$ cat src/design/midiu_pkg.sv
// shared types, constants and helpers of the midi uart with receive fifo
`default_nettype none

package midiu_pkg;

	// receive fifo geometry
	localparam int FIFO_DEPTH = 256;
	localparam int PTR_W      = $clog2(FIFO_DEPTH);
	localparam int CNT_W      = $clog2(FIFO_DEPTH + 1);

	// item field widths
	localparam int MODE_W = 3;
	localparam int BYTE_W = 8;
	localparam int LEN_W  = 9;
	localparam int CLK_W  = 26;

	// character time arithmetic
	localparam int UNITS_W = 10;
	localparam int TICKS_W = 17;
	localparam int PROD_W  = UNITS_W + CLK_W;

	// tick divisor 500000 is 2^5 times 15625: shift out the power of two,
	// then divide by 15625 with a reciprocal multiply
	localparam int DIV_SHIFT   = 5;
	localparam int SCALED_W    = PROD_W - DIV_SHIFT;
	localparam int RECIP_W     = 32;
	localparam int RECIP_SHIFT = 45;
	localparam int RPROD_W     = SCALED_W + RECIP_W;
	// ceil(2^45 / 15625), exact floor for every 31 bit scaled product
	localparam logic [RECIP_W-1:0] RECIP_MUL = 32'd2251799814;

	localparam logic [UNITS_W-1:0] RESET_UNITS    = UNITS_W'(160);
	localparam logic [CLK_W-1:0]   CLOCK_HZ_RESET = CLK_W'(21477270);

	// item modes
	localparam logic [MODE_W-1:0] MODE_TICK     = 3'd0;
	localparam logic [MODE_W-1:0] MODE_WR_CMD   = 3'd1;
	localparam logic [MODE_W-1:0] MODE_WR_DATA  = 3'd2;
	localparam logic [MODE_W-1:0] MODE_RD_STAT  = 3'd3;
	localparam logic [MODE_W-1:0] MODE_RD_DATA  = 3'd4;
	localparam logic [MODE_W-1:0] MODE_LINE_BYTE = 3'd5;

	// command register fields
	localparam logic [1:0] CDIV_X1           = 2'd0;
	localparam logic [1:0] CDIV_X16          = 2'd1;
	localparam logic [1:0] CDIV_X64          = 2'd2;
	localparam logic [1:0] CDIV_MASTER_RESET = 2'd3;
	localparam int CMD_TX_IE_BIT = 5;
	localparam int CMD_RX_IE_BIT = 7;

	typedef struct packed {
		logic [MODE_W-1:0] mode;
		logic [BYTE_W-1:0] value;
		logic [LEN_W-1:0]  chunk_length;
	} in_item_t;

	typedef struct packed {
		logic [BYTE_W-1:0] read_data;
		logic              tx_valid;
		logic [BYTE_W-1:0] tx_byte;
		logic              irq;
		logic              rx_dropped;
	} out_item_t;

	// controller to datapath
	typedef struct packed {
		logic accept;
		logic mul_load;
		logic div_step;
		logic ticks_load;
	} dp_cmd_t;

	// datapath to controller
	typedef struct packed {
		logic cmd_write;
	} dp_stat_t;

	// bit units of one character: frame bits times clock divider
	function automatic logic [UNITS_W-1:0] units_for(input logic [BYTE_W-1:0] cmd);
		logic [UNITS_W-1:0] bits;
		bits = UNITS_W'(10);
		case (cmd[4:2])
			3'd2, 3'd3, 3'd5, 3'd6: bits = UNITS_W'(9);
			default: bits = UNITS_W'(10);
		endcase
		case (cmd[1:0])
			CDIV_X16: units_for = bits << 4;
			CDIV_X64: units_for = bits << 6;
			default: units_for = bits;
		endcase
	endfunction

endpackage

`default_nettype wire

$ cat src/design/midi_uart_with_rx_fifo_top.sv
// top level of the 6850 style midi uart with host side receive fifo
//
// usage
// - in channel: in_valid / in_stall with an in_item of mode, value, chunk_length;
//   modes are tick, command write, data write, status read, data read and
//   received line byte
// - out channel: out_valid / out_stall, one out_item per accepted item, held in
//   an output register from the cycle after acceptance
// - cfg_we / cfg_data write clock_hz; a new value takes effect at the next
//   command write
// - throughput: one item per cycle for ticks, data writes, reads and line bytes
//   while the receiver does not stall; a command write recomputes the character
//   time in a multiply followed by a reciprocal multiply and holds in_stall
//   through the multiply, reciprocal multiply and load states
// - reset: all flags clear but transmit empty, fifo empty, and the same
//   character time calculation runs before the first item is taken
// - a stalled receiver keeps the current result; a new item is still taken in
//   the cycle the result leaves, otherwise in_stall follows out_stall
// - receive fifo of FIFO_DEPTH bytes in a registered read ram; a popped byte is
//   forwarded to data reads in the cycle after the pop
`default_nettype none

module midi_uart_with_rx_fifo_top import midiu_pkg::*; (
	input  wire logic             clk,
	input  wire logic             arst_n,
	// configuration
	input  wire logic             cfg_we,
	input  wire logic [CLK_W-1:0] cfg_data,
	// item input
	input  wire logic             in_valid,
	output logic                  in_stall,
	input  wire in_item_t         in_item,
	// result output
	output logic                  out_valid,
	input  wire logic             out_stall,
	output out_item_t             out_item
);

	dp_cmd_t  cmd;
	dp_stat_t stat;

	// handshake and character time sequencing
	midiu_ctrl u_ctrl (
		.clk       (clk),
		.arst_n    (arst_n),
		.in_valid  (in_valid),
		.in_stall  (in_stall),
		.out_valid (out_valid),
		.out_stall (out_stall),
		.stat      (stat),
		.cmd       (cmd)
	);

	// uart state, timers, fifo and divider
	midiu_dpath u_dpath (
		.clk      (clk),
		.arst_n   (arst_n),
		.cfg_we   (cfg_we),
		.cfg_data (cfg_data),
		.in_item  (in_item),
		.cmd      (cmd),
		.stat     (stat),
		.out_item (out_item)
	);

endmodule

`default_nettype wire

$ cat src/design/midiu_ram.sv
// generic single write port ram with registered read
`default_nettype none

module midiu_ram #(
	parameter int WIDTH = 8,
	parameter int DEPTH = 256
) (
	input  wire logic                     clk,
	input  wire logic                     we,
	input  wire logic [$clog2(DEPTH)-1:0] waddr,
	input  wire logic [WIDTH-1:0]         wdata,
	input  wire logic                     re,
	input  wire logic [$clog2(DEPTH)-1:0] raddr,
	output logic      [WIDTH-1:0]         rdata
);

	logic [WIDTH-1:0] mem [DEPTH];

	always_ff @(posedge clk) begin
		if (we) begin
			mem[waddr] <= wdata;
		end
		if (re) begin
			rdata <= mem[raddr];
		end
	end

endmodule

`default_nettype wire

$ cat src/design/midiu_ctrl.sv
// controller: handshake, output valid and character time sequencing
`default_nettype none

module midiu_ctrl import midiu_pkg::*; (
	input  wire logic     clk,
	input  wire logic     arst_n,
	input  wire logic     in_valid,
	output logic          in_stall,
	output logic          out_valid,
	input  wire logic     out_stall,
	input  wire dp_stat_t stat,
	output dp_cmd_t       cmd
);

	localparam logic [1:0] CS_IDLE = 2'd0;
	localparam logic [1:0] CS_MUL  = 2'd1;
	localparam logic [1:0] CS_DIV  = 2'd2;
	localparam logic [1:0] CS_LOAD = 2'd3;

	logic [1:0]        state_q;
	logic [1:0]        state_d;
	logic              out_valid_q;
	logic              accept;

	assign in_stall  = (state_q != CS_IDLE) || (out_valid_q && out_stall);
	assign accept    = in_valid && !in_stall;
	assign out_valid = out_valid_q;

	always_comb begin
		cmd            = '0;
		cmd.accept     = accept;
		cmd.mul_load   = (state_q == CS_MUL);
		cmd.div_step   = (state_q == CS_DIV);
		cmd.ticks_load = (state_q == CS_LOAD);
	end

	always_comb begin
		state_d = state_q;
		case (state_q)
			CS_IDLE: begin
				if (accept && stat.cmd_write) begin
					state_d = CS_MUL;
				end
			end
			CS_MUL: state_d = CS_DIV;
			CS_DIV: state_d = CS_LOAD;
			CS_LOAD: state_d = CS_IDLE;
			default: state_d = CS_IDLE;
		endcase
	end

	always_ff @(posedge clk or negedge arst_n) begin
		if (!arst_n) begin
			state_q     <= CS_MUL;
			out_valid_q <= 1'b0;
		end else begin
			state_q     <= state_d;
			out_valid_q <= accept || (out_valid_q && out_stall);
		end
	end

	// every accepted item leaves a result in the output register
	a_accept_gives_result: assert property (@(posedge clk) disable iff (!arst_n)
		accept |=> out_valid_q)
		else $error("accepted item produced no result");

	// a command write starts the character time calculation
	a_cmd_starts_calc: assert property (@(posedge clk) disable iff (!arst_n)
		(accept && stat.cmd_write) |=> (state_q == CS_MUL && in_stall))
		else $error("command write did not start calculation");

	// load only follows the reciprocal multiply
	a_load_after_div: assert property (@(posedge clk) disable iff (!arst_n)
		(state_q == CS_LOAD) |-> ($past(state_q) == CS_DIV))
		else $error("load without divide");

endmodule

`default_nettype wire

$ cat src/design/midiu_dpath.sv
// datapath: uart registers, timers, receive fifo and character time divider
`default_nettype none

module midiu_dpath import midiu_pkg::*; (
	input  wire logic             clk,
	input  wire logic             arst_n,
	input  wire logic             cfg_we,
	input  wire logic [CLK_W-1:0] cfg_data,
	input  wire in_item_t         in_item,
	input  wire dp_cmd_t          cmd,
	output dp_stat_t              stat,
	output out_item_t             out_item
);

	localparam int SUM_W = ((CNT_W > LEN_W) ? CNT_W : LEN_W) + 1;

	// architectural state
	logic [CLK_W-1:0]   clock_hz_q;
	logic [BYTE_W-1:0]  command_q;
	logic               rxrdy_q, txempty_q, ovr_q, int_q;
	logic [BYTE_W-1:0]  rx_latch_q;
	logic [BYTE_W-1:0]  tx_hold_q;
	logic               tx_busy_q;
	logic [CNT_W-1:0]   rx_count_q;
	logic [PTR_W-1:0]   rx_wptr_q;
	logic               chunk_ok_q;
	logic [TICKS_W-1:0] char_ticks_q;
	logic [TICKS_W-1:0] rx_timer_q;
	logic [TICKS_W-1:0] tx_timer_q;
	logic               tx_armed_q;
	logic [UNITS_W-1:0] units_q;
	logic               latch_pend_q;

	// divider
	logic [PROD_W-1:0]  prod_q;
	logic [RPROD_W-1:0] recip_q;

	out_item_t          out_item_q;

	// next state
	logic [BYTE_W-1:0]  n_command;
	logic               n_rxrdy, n_txempty, n_ovr, n_int;
	logic [BYTE_W-1:0]  n_tx_hold;
	logic               n_tx_busy;
	logic [CNT_W-1:0]   n_rx_count;
	logic [PTR_W-1:0]   n_rx_wptr;
	logic               n_chunk_ok;
	logic [TICKS_W-1:0] n_char_ticks;
	logic [TICKS_W-1:0] n_rx_timer;
	logic [TICKS_W-1:0] n_tx_timer;
	logic               n_tx_armed;
	logic [UNITS_W-1:0] n_units;
	logic               n_latch_pend;

	logic [BYTE_W-1:0]  rd;
	logic               txv;
	logic [BYTE_W-1:0]  txb;
	logic               dropped;
	logic               ram_we, ram_re;
	logic [PTR_W-1:0]   head_addr;
	logic [BYTE_W-1:0]  ram_rdata;
	logic [BYTE_W-1:0]  latch_now;
	logic [BYTE_W-1:0]  status_byte;
	logic [SUM_W-1:0]   chunk_sum;

	assign stat.cmd_write = (in_item.mode == MODE_WR_CMD);
	assign head_addr      = rx_wptr_q - rx_count_q[PTR_W-1:0];
	assign latch_now      = latch_pend_q ? ram_rdata : rx_latch_q;
	assign status_byte    = {int_q, 1'b0, ovr_q, 3'b000, txempty_q, rxrdy_q};
	assign chunk_sum      = SUM_W'(rx_count_q) + SUM_W'(in_item.chunk_length);

	midiu_ram #(
		.WIDTH(BYTE_W),
		.DEPTH(FIFO_DEPTH)
	) u_rx_fifo (
		.clk   (clk),
		.we    (ram_we),
		.waddr (rx_wptr_q),
		.wdata (in_item.value),
		.re    (ram_re),
		.raddr (head_addr),
		.rdata (ram_rdata)
	);

	always_comb begin
		logic ok;
		ok           = chunk_ok_q;
		n_command    = command_q;
		n_rxrdy      = rxrdy_q;
		n_txempty    = txempty_q;
		n_ovr        = ovr_q;
		n_int        = int_q;
		n_tx_hold    = tx_hold_q;
		n_tx_busy    = tx_busy_q;
		n_rx_count   = rx_count_q;
		n_rx_wptr    = rx_wptr_q;
		n_chunk_ok   = chunk_ok_q;
		n_char_ticks = char_ticks_q;
		n_rx_timer   = rx_timer_q;
		n_tx_timer   = tx_timer_q;
		n_tx_armed   = tx_armed_q;
		n_units      = units_q;
		n_latch_pend = 1'b0;
		rd           = '0;
		txv          = 1'b0;
		txb          = '0;
		dropped      = 1'b0;
		ram_we       = 1'b0;
		ram_re       = 1'b0;

		if (cmd.ticks_load) begin
			n_char_ticks = recip_q[RECIP_SHIFT +: TICKS_W];
			n_rx_timer   = recip_q[RECIP_SHIFT +: TICKS_W];
		end

		if (cmd.accept) begin
			case (in_item.mode)
				MODE_TICK: begin
					// receive timer first
					if (rx_timer_q > TICKS_W'(1)) begin
						n_rx_timer = rx_timer_q - TICKS_W'(1);
					end else begin
						if (rxrdy_q) begin
							n_ovr = 1'b1;
						end else if (rx_count_q != '0) begin
							ram_re       = 1'b1;
							n_latch_pend = 1'b1;
							n_rx_count   = rx_count_q - CNT_W'(1);
							n_rxrdy      = 1'b1;
							if (command_q[CMD_RX_IE_BIT]) begin
								n_int = 1'b1;
							end
						end
						n_rx_timer = char_ticks_q;
					end
					// then transmit timer
					if (tx_armed_q) begin
						if (tx_timer_q > TICKS_W'(1)) begin
							n_tx_timer = tx_timer_q - TICKS_W'(1);
						end else begin
							n_tx_armed = 1'b0;
							n_tx_timer = '0;
							if (txempty_q) begin
								n_tx_busy = 1'b0;
							end else begin
								txv        = 1'b1;
								txb        = tx_hold_q;
								n_tx_timer = char_ticks_q;
								n_tx_armed = 1'b1;
								n_txempty  = 1'b1;
								if (command_q[CMD_TX_IE_BIT]) begin
									n_int = 1'b1;
								end
							end
						end
					end
				end
				MODE_WR_CMD: begin
					n_units = units_for(in_item.value);
					if (in_item.value[1:0] == CDIV_MASTER_RESET) begin
						n_command  = '0;
						n_rxrdy    = 1'b0;
						n_txempty  = 1'b1;
						n_ovr      = 1'b0;
						n_int      = 1'b0;
						n_tx_busy  = 1'b0;
						n_rx_count = '0;
						n_tx_timer = '0;
						n_tx_armed = 1'b0;
					end else begin
						n_command = in_item.value;
					end
				end
				MODE_WR_DATA: begin
					if (txempty_q) begin
						if (!tx_busy_q) begin
							txv        = 1'b1;
							txb        = in_item.value;
							n_tx_timer = char_ticks_q;
							n_tx_armed = 1'b1;
							n_tx_busy  = 1'b1;
						end else begin
							n_txempty = 1'b0;
							n_tx_hold = in_item.value;
						end
					end
				end
				MODE_RD_STAT: begin
					rd    = status_byte;
					n_int = 1'b0;
				end
				MODE_RD_DATA: begin
					rd      = latch_now;
					n_rxrdy = 1'b0;
					n_ovr   = 1'b0;
				end
				MODE_LINE_BYTE: begin
					if (in_item.chunk_length != '0) begin
						ok         = (chunk_sum < SUM_W'(FIFO_DEPTH));
						n_chunk_ok = ok;
					end
					if (ok && (rx_count_q < CNT_W'(FIFO_DEPTH))) begin
						ram_we     = 1'b1;
						n_rx_wptr  = rx_wptr_q + PTR_W'(1);
						n_rx_count = rx_count_q + CNT_W'(1);
					end else begin
						dropped = 1'b1;
					end
				end
				default: begin
				end
			endcase
		end
	end

	always_ff @(posedge clk or negedge arst_n) begin
		if (!arst_n) begin
			clock_hz_q   <= CLOCK_HZ_RESET;
			command_q    <= '0;
			rxrdy_q      <= 1'b0;
			txempty_q    <= 1'b1;
			ovr_q        <= 1'b0;
			int_q        <= 1'b0;
			rx_latch_q   <= '0;
			tx_hold_q    <= '0;
			tx_busy_q    <= 1'b0;
			rx_count_q   <= '0;
			rx_wptr_q    <= '0;
			chunk_ok_q   <= 1'b0;
			char_ticks_q <= '0;
			rx_timer_q   <= '0;
			tx_timer_q   <= '0;
			tx_armed_q   <= 1'b0;
			units_q      <= RESET_UNITS;
			latch_pend_q <= 1'b0;
		end else begin
			if (cfg_we) begin
				clock_hz_q <= cfg_data;
			end
			command_q    <= n_command;
			rxrdy_q      <= n_rxrdy;
			txempty_q    <= n_txempty;
			ovr_q        <= n_ovr;
			int_q        <= n_int;
			rx_latch_q   <= latch_now;
			tx_hold_q    <= n_tx_hold;
			tx_busy_q    <= n_tx_busy;
			rx_count_q   <= n_rx_count;
			rx_wptr_q    <= n_rx_wptr;
			chunk_ok_q   <= n_chunk_ok;
			char_ticks_q <= n_char_ticks;
			rx_timer_q   <= n_rx_timer;
			tx_timer_q   <= n_tx_timer;
			tx_armed_q   <= n_tx_armed;
			units_q      <= n_units;
			latch_pend_q <= n_latch_pend;
		end
	end

	// bit units times clock rate, then divide by the tick divisor:
	// drop its power of two and multiply by the reciprocal of the odd part
	always_ff @(posedge clk) begin
		if (cmd.mul_load) begin
			prod_q <= PROD_W'(units_q) * PROD_W'(clock_hz_q);
		end else if (cmd.div_step) begin
			recip_q <= RPROD_W'(prod_q[PROD_W-1:DIV_SHIFT]) * RPROD_W'(RECIP_MUL);
		end
	end

	always_ff @(posedge clk) begin
		if (cmd.accept) begin
			out_item_q.read_data  <= rd;
			out_item_q.tx_valid   <= txv;
			out_item_q.tx_byte    <= txb;
			out_item_q.irq        <= n_int;
			out_item_q.rx_dropped <= dropped;
		end
	end

	assign out_item = out_item_q;

	a_count_bound: assert property (@(posedge clk) disable iff (!arst_n)
		rx_count_q <= CNT_W'(FIFO_DEPTH))
		else $error("fifo count beyond depth");

	// the latch load pending after a fifo pop is never still pending in the following cycle
	a_pend_one_cycle: assert property (@(posedge clk) disable iff (!arst_n)
		latch_pend_q |=> !latch_pend_q)
		else $error("latch load pending too long");

	a_pend_ready: assert property (@(posedge clk) disable iff (!arst_n)
		latch_pend_q |-> rxrdy_q)
		else $error("latch loaded without ready flag");

endmodule

`default_nettype wire
$ cat config.mk
export PLATFORM = sky130hd
export DESIGN_NAME = midi_uart_with_rx_fifo_top
export DESIGN_NICKNAME = d
export VERILOG_FILES = /design/src/design/midiu_pkg.sv /design/src/design/midi_uart_with_rx_fifo_top.sv /design/src/design/midiu_ram.sv /design/src/design/midiu_ctrl.sv /design/src/design/midiu_dpath.sv
export SDC_FILE = /design/constraint.sdc
export NUM_CORES = 2
export LEC_CHECK = 0
export BUFFER_PORTS_ARGS = -buffer_cell sky130_fd_sc_hd__buf_4
export CELL_PAD_IN_SITES_DETAIL_PLACEMENT = 0
export CELL_PAD_IN_SITES_GLOBAL_PLACEMENT = 1
export CORE_ASPECT_RATIO = 1.2
export CORE_UTILIZATION = 50
export CTS_CLUSTER_SIZE = 12
export DETAILED_ROUTE_END_ITERATION = 7
export GPL_TIMING_DRIVEN = 0
export PLACE_DENSITY = 0.74
export SLEW_MARGIN = 20
export SYNTH_ARGS = -nofsm -noshare
export SYNTH_HDL_FRONTEND = slang
export SYNTH_SLANG_ARGS = --single-unit
$ cat constraint.sdc
create_clock -name clk -period 7.3 [get_ports clk]
set_clock_uncertainty 0.05 [all_clocks]
set_input_delay 0.73 -clock clk [delete_from_list [all_inputs] [get_ports clk]]
set_output_delay 0.73 -clock clk [all_outputs]
set_load 0.005 [all_outputs]
==> results.py <==
metrics = {
    "run_status": {
        "status": "finished, violations left",
        "violations": "setup timing",
    },
    "routing": {
        "drc_errors": 0,
        "initialDrtViolationCount": 5519,
        "drt_pass1_iterations": 6,
        "wl_per_cell_um": 28.98,
        "vias": 57880,
        "routed_via_density": 5.851,
        "drtAntennaViolNets": 0,
        "totalWireLength_mm": 286.7,
    },
    "finish": {
        "final_cell_mix": "2,123 x edfxtp_1, 650 x inv_1, 640 x mux4_2, 493 x ha_1, 488 x fa_1",
        "area_growth_pct": 12.12,
        "fin_util_pct": 56.35,
        "final_area_um2": 124300,
        "nFillCells": 16980,
        "final_common_cell": "edfxtp_1",
        "nets": 7885,
        "drive_above_1_share_pct": 20.07,
    },
    "place": {
        "port_buffers": 68,
        "placed_area_um2": 116300,
        "dp_hpwl_mm": 204.9,
        "gp_congestion": 0.8793,
    },
    "timing": {
        "hold_violations": 0,
        "worst_pin_slew_ns": 1.273,
        "final_max_slew_viol_count": 0,
        "setup_ws_ns": -0.02169,
        "rsz0062_at_grt": "true",
        "finalSetupViolations": 1,
        "relSlewSlack_pct": 15.15,
        "period_needed_ns": 7.322,
        "fmax_mhz": 136.6,
        "min_period_over_period_pct": 100.3,
        "finalSetupTns_ns": -0.02169,
    },
    "die": {
        "core.rowCount": 189,
        "die_w_um": 431.9,
        "die_y_um": 517.9,
        "start_util_pct": 50.25,
        "core-area_um2": 220600,
        "dieArea_um2": 223700,
        "ios": 72,
    },
    "setup_path": {
        "r2r_slack_ns": -0.02,
        "worstPathMaxFanout": 3,
        "cp.required_ns": 7.91,
        "crit_start": "u_dpath.prod_q[19]",
        "cp.arrival_ns": 7.94,
        "reg2reg_from": "u_dpath.prod_q[19]",
        "endpoint_kind": "flop",
        "path_class": "reg2reg",
        "r2r_cells": 24,
        "startpoint_type": "flop",
    },
    "cts": {
        "numCtsBuffers": 220,
        "cts_root_buf": "clkbuf_16",
        "cts_tree": "done",
        "clock_path_buffers": 3,
        "clk_latency_ns": 0.88,
        "cts_htree_levels": 4,
        "cts.sinks": 2254,
        "clk_transition_reported_paths_ns": 0.07,
    },
    "min_path": {
        "hold_depth": 2,
        "min_from": "cfg_data[25]",
        "hold_class": "in2reg",
    },
    "synth": {
        "synthCells": 6364,
        "ys_async_sr_fraction_pct": 5.812,
        "ys_seq_area_share_pct": 60.47,
        "synth.distinct_cells": 71,
        "synth.avg_cell_area_um2": 17.42,
        "ys.flop_type": "edfxtp_1",
        "ys_seq_elements": 2254,
        "yosys_warnings": 0,
        "syn_nets": 7428,
        "synth-edff-count": 2123,
        "netlist_area_um2": 110900,
    },
    "global_routing": {
        "antenna_found_initial": 10,
        "grt_overflow": 0,
        "grt_use_total_pct": 26.23,
        "grt_pass1_wl_mm": 421.5,
        "grt_max_degree": 129,
        "grt_pass1_vias": 61630,
    },
    "flow_run": {
        "max_cap_violations": 0,
    },
}
==> layer usage <==
| metal | part of all wire (%) | GRT usage (%) |
|---|---|---|
| met2 | 52 | 45.73 |
| met5 | 0.021 | 0 |
| met1 | 37 | 32.69 |
| met4 | 4.8 | 11.49 |
| met3 | 5.6 | 3.452 |
==> critical path, stage by stage, from the launching register on <==
cell and delay [ns]:
edfxtp_1 0.43, inv_2 0.11, buf_4 0.11, fa_1 0.42
fa_2 0.58, fa_2 0.44, fa_1 0.41, inv_1 0.08
fa_1 0.44, fa_2 0.53, fa_1 0.58, inv_2 0.06
fa_1 0.52, inv_2 0.05, ha_4 0.21, a21o_1 0.17
a21oi_2 0.19, o22ai_4 0.12, nor4b_4 0.41, o311ai_4 0.18
buf_12 0.19, nand3_2 0.07, nand2_2 0.08, or4_4 0.56
o311ai_4 0.12
==> through the flow <==
stage	setup slack [ns]	cells	hold WS, ns
finish	-0.02169	9892	0.08378
global route	-0.1850	9888	0.04979
CTS	-0.1195	9873	0.0007871
detailed placement	-1.889	9443	0.4306
global placement	-2.284	9392	0.4206
floorplan	0.3642	6364	0.3844
==> synth_stat cells, types with 39 or more instances <==
cell      instances  share of area [%]
inv_1           675                2.3
nor2_1          361                1.2
and2_1          202                1.1
buf_1            48               0.16
dfrtp_1         112                2.5
o21ai_0          80               0.36
fa_1            499                9.0
mux2i_1         137                1.2
nor3_1           39               0.18
xor2_1           43               0.34
clkbuf_1        190               0.64
mux4_2          640                 13
ha_1            514                5.8
a21oi_1         119               0.54
mux2_2           60               0.61
nand2_1         120               0.41
edfxtp_1       2123                 57
a21o_1           39               0.26
xnor2_1          60               0.47
==> cells by family after synthesis <==
logic type	synth area share, %
muxes	14.85
buffers and inverters	3.118
AOI/OAI and AO/OA	2.072
DFF	60.47
and+or+nand+nor	3.867
adders and majority gates	14.81
xor gates and xnor gates	0.8136
==> final cells by class <==
class | instances | area (um^2) | share of cell area, %
clock buffer | 274 | 5803 | 4.668
inverter | 676 | 2565 | 2.063
timing repair buffer | 235 | 2567 | 2.065
buffer | 242 | 978.4 | 0.7870
clock inverter | 54 | 579.3 | 0.4660
sequential | 2254 | 67050 | 53.94
tap | 2960 | 3704 | 2.979
antenna | 5 | 12.51 | 0.01006
multi-input combinational | 3192 | 41060 | 33.02
==> flip-flops by register name, indices dropped and copies added (netlist names), 9 cells and up <==
register and flops:
u_dpath.char_ticks_q 17, u_dpath.u_rx_fifo.mem 2048, u_dpath.clock_hz_q 26, u_dpath.tx_timer_q 17
u_dpath.rx_timer_q 17, u_dpath.rx_count_q 9, u_dpath.recip_q 17, u_dpath.prod_q 31
u_dpath.out_item 19
==> path summary, 6_finish.rpt <==
path                                          endpoint
min in group asynchronous        u_dpath.tx_timer_q[7]
worst max-delay path               u_dpath.recip_q[60]
worst min-delay path            u_dpath.clock_hz_q[25]
worst max register to register     u_dpath.recip_q[60]
worst min register to register  u_dpath.tx_timer_q[12]
max in group asynchronous         u_dpath.rx_wptr_q[1]
==> repair_timing <==
item | CTS | global route
setup buffers | 86 | 13
setup endpoints to repair | 17 | 21
resized for setup | 102 | 42
pin swaps | 29 | 19
hold buffers | 16 | 0
hold endpoints to repair | 63 | 0
Power is left out: the tool's default activity adds up to more than one toggle a clock period on the data nets, which glitch-free logic cannot reach.
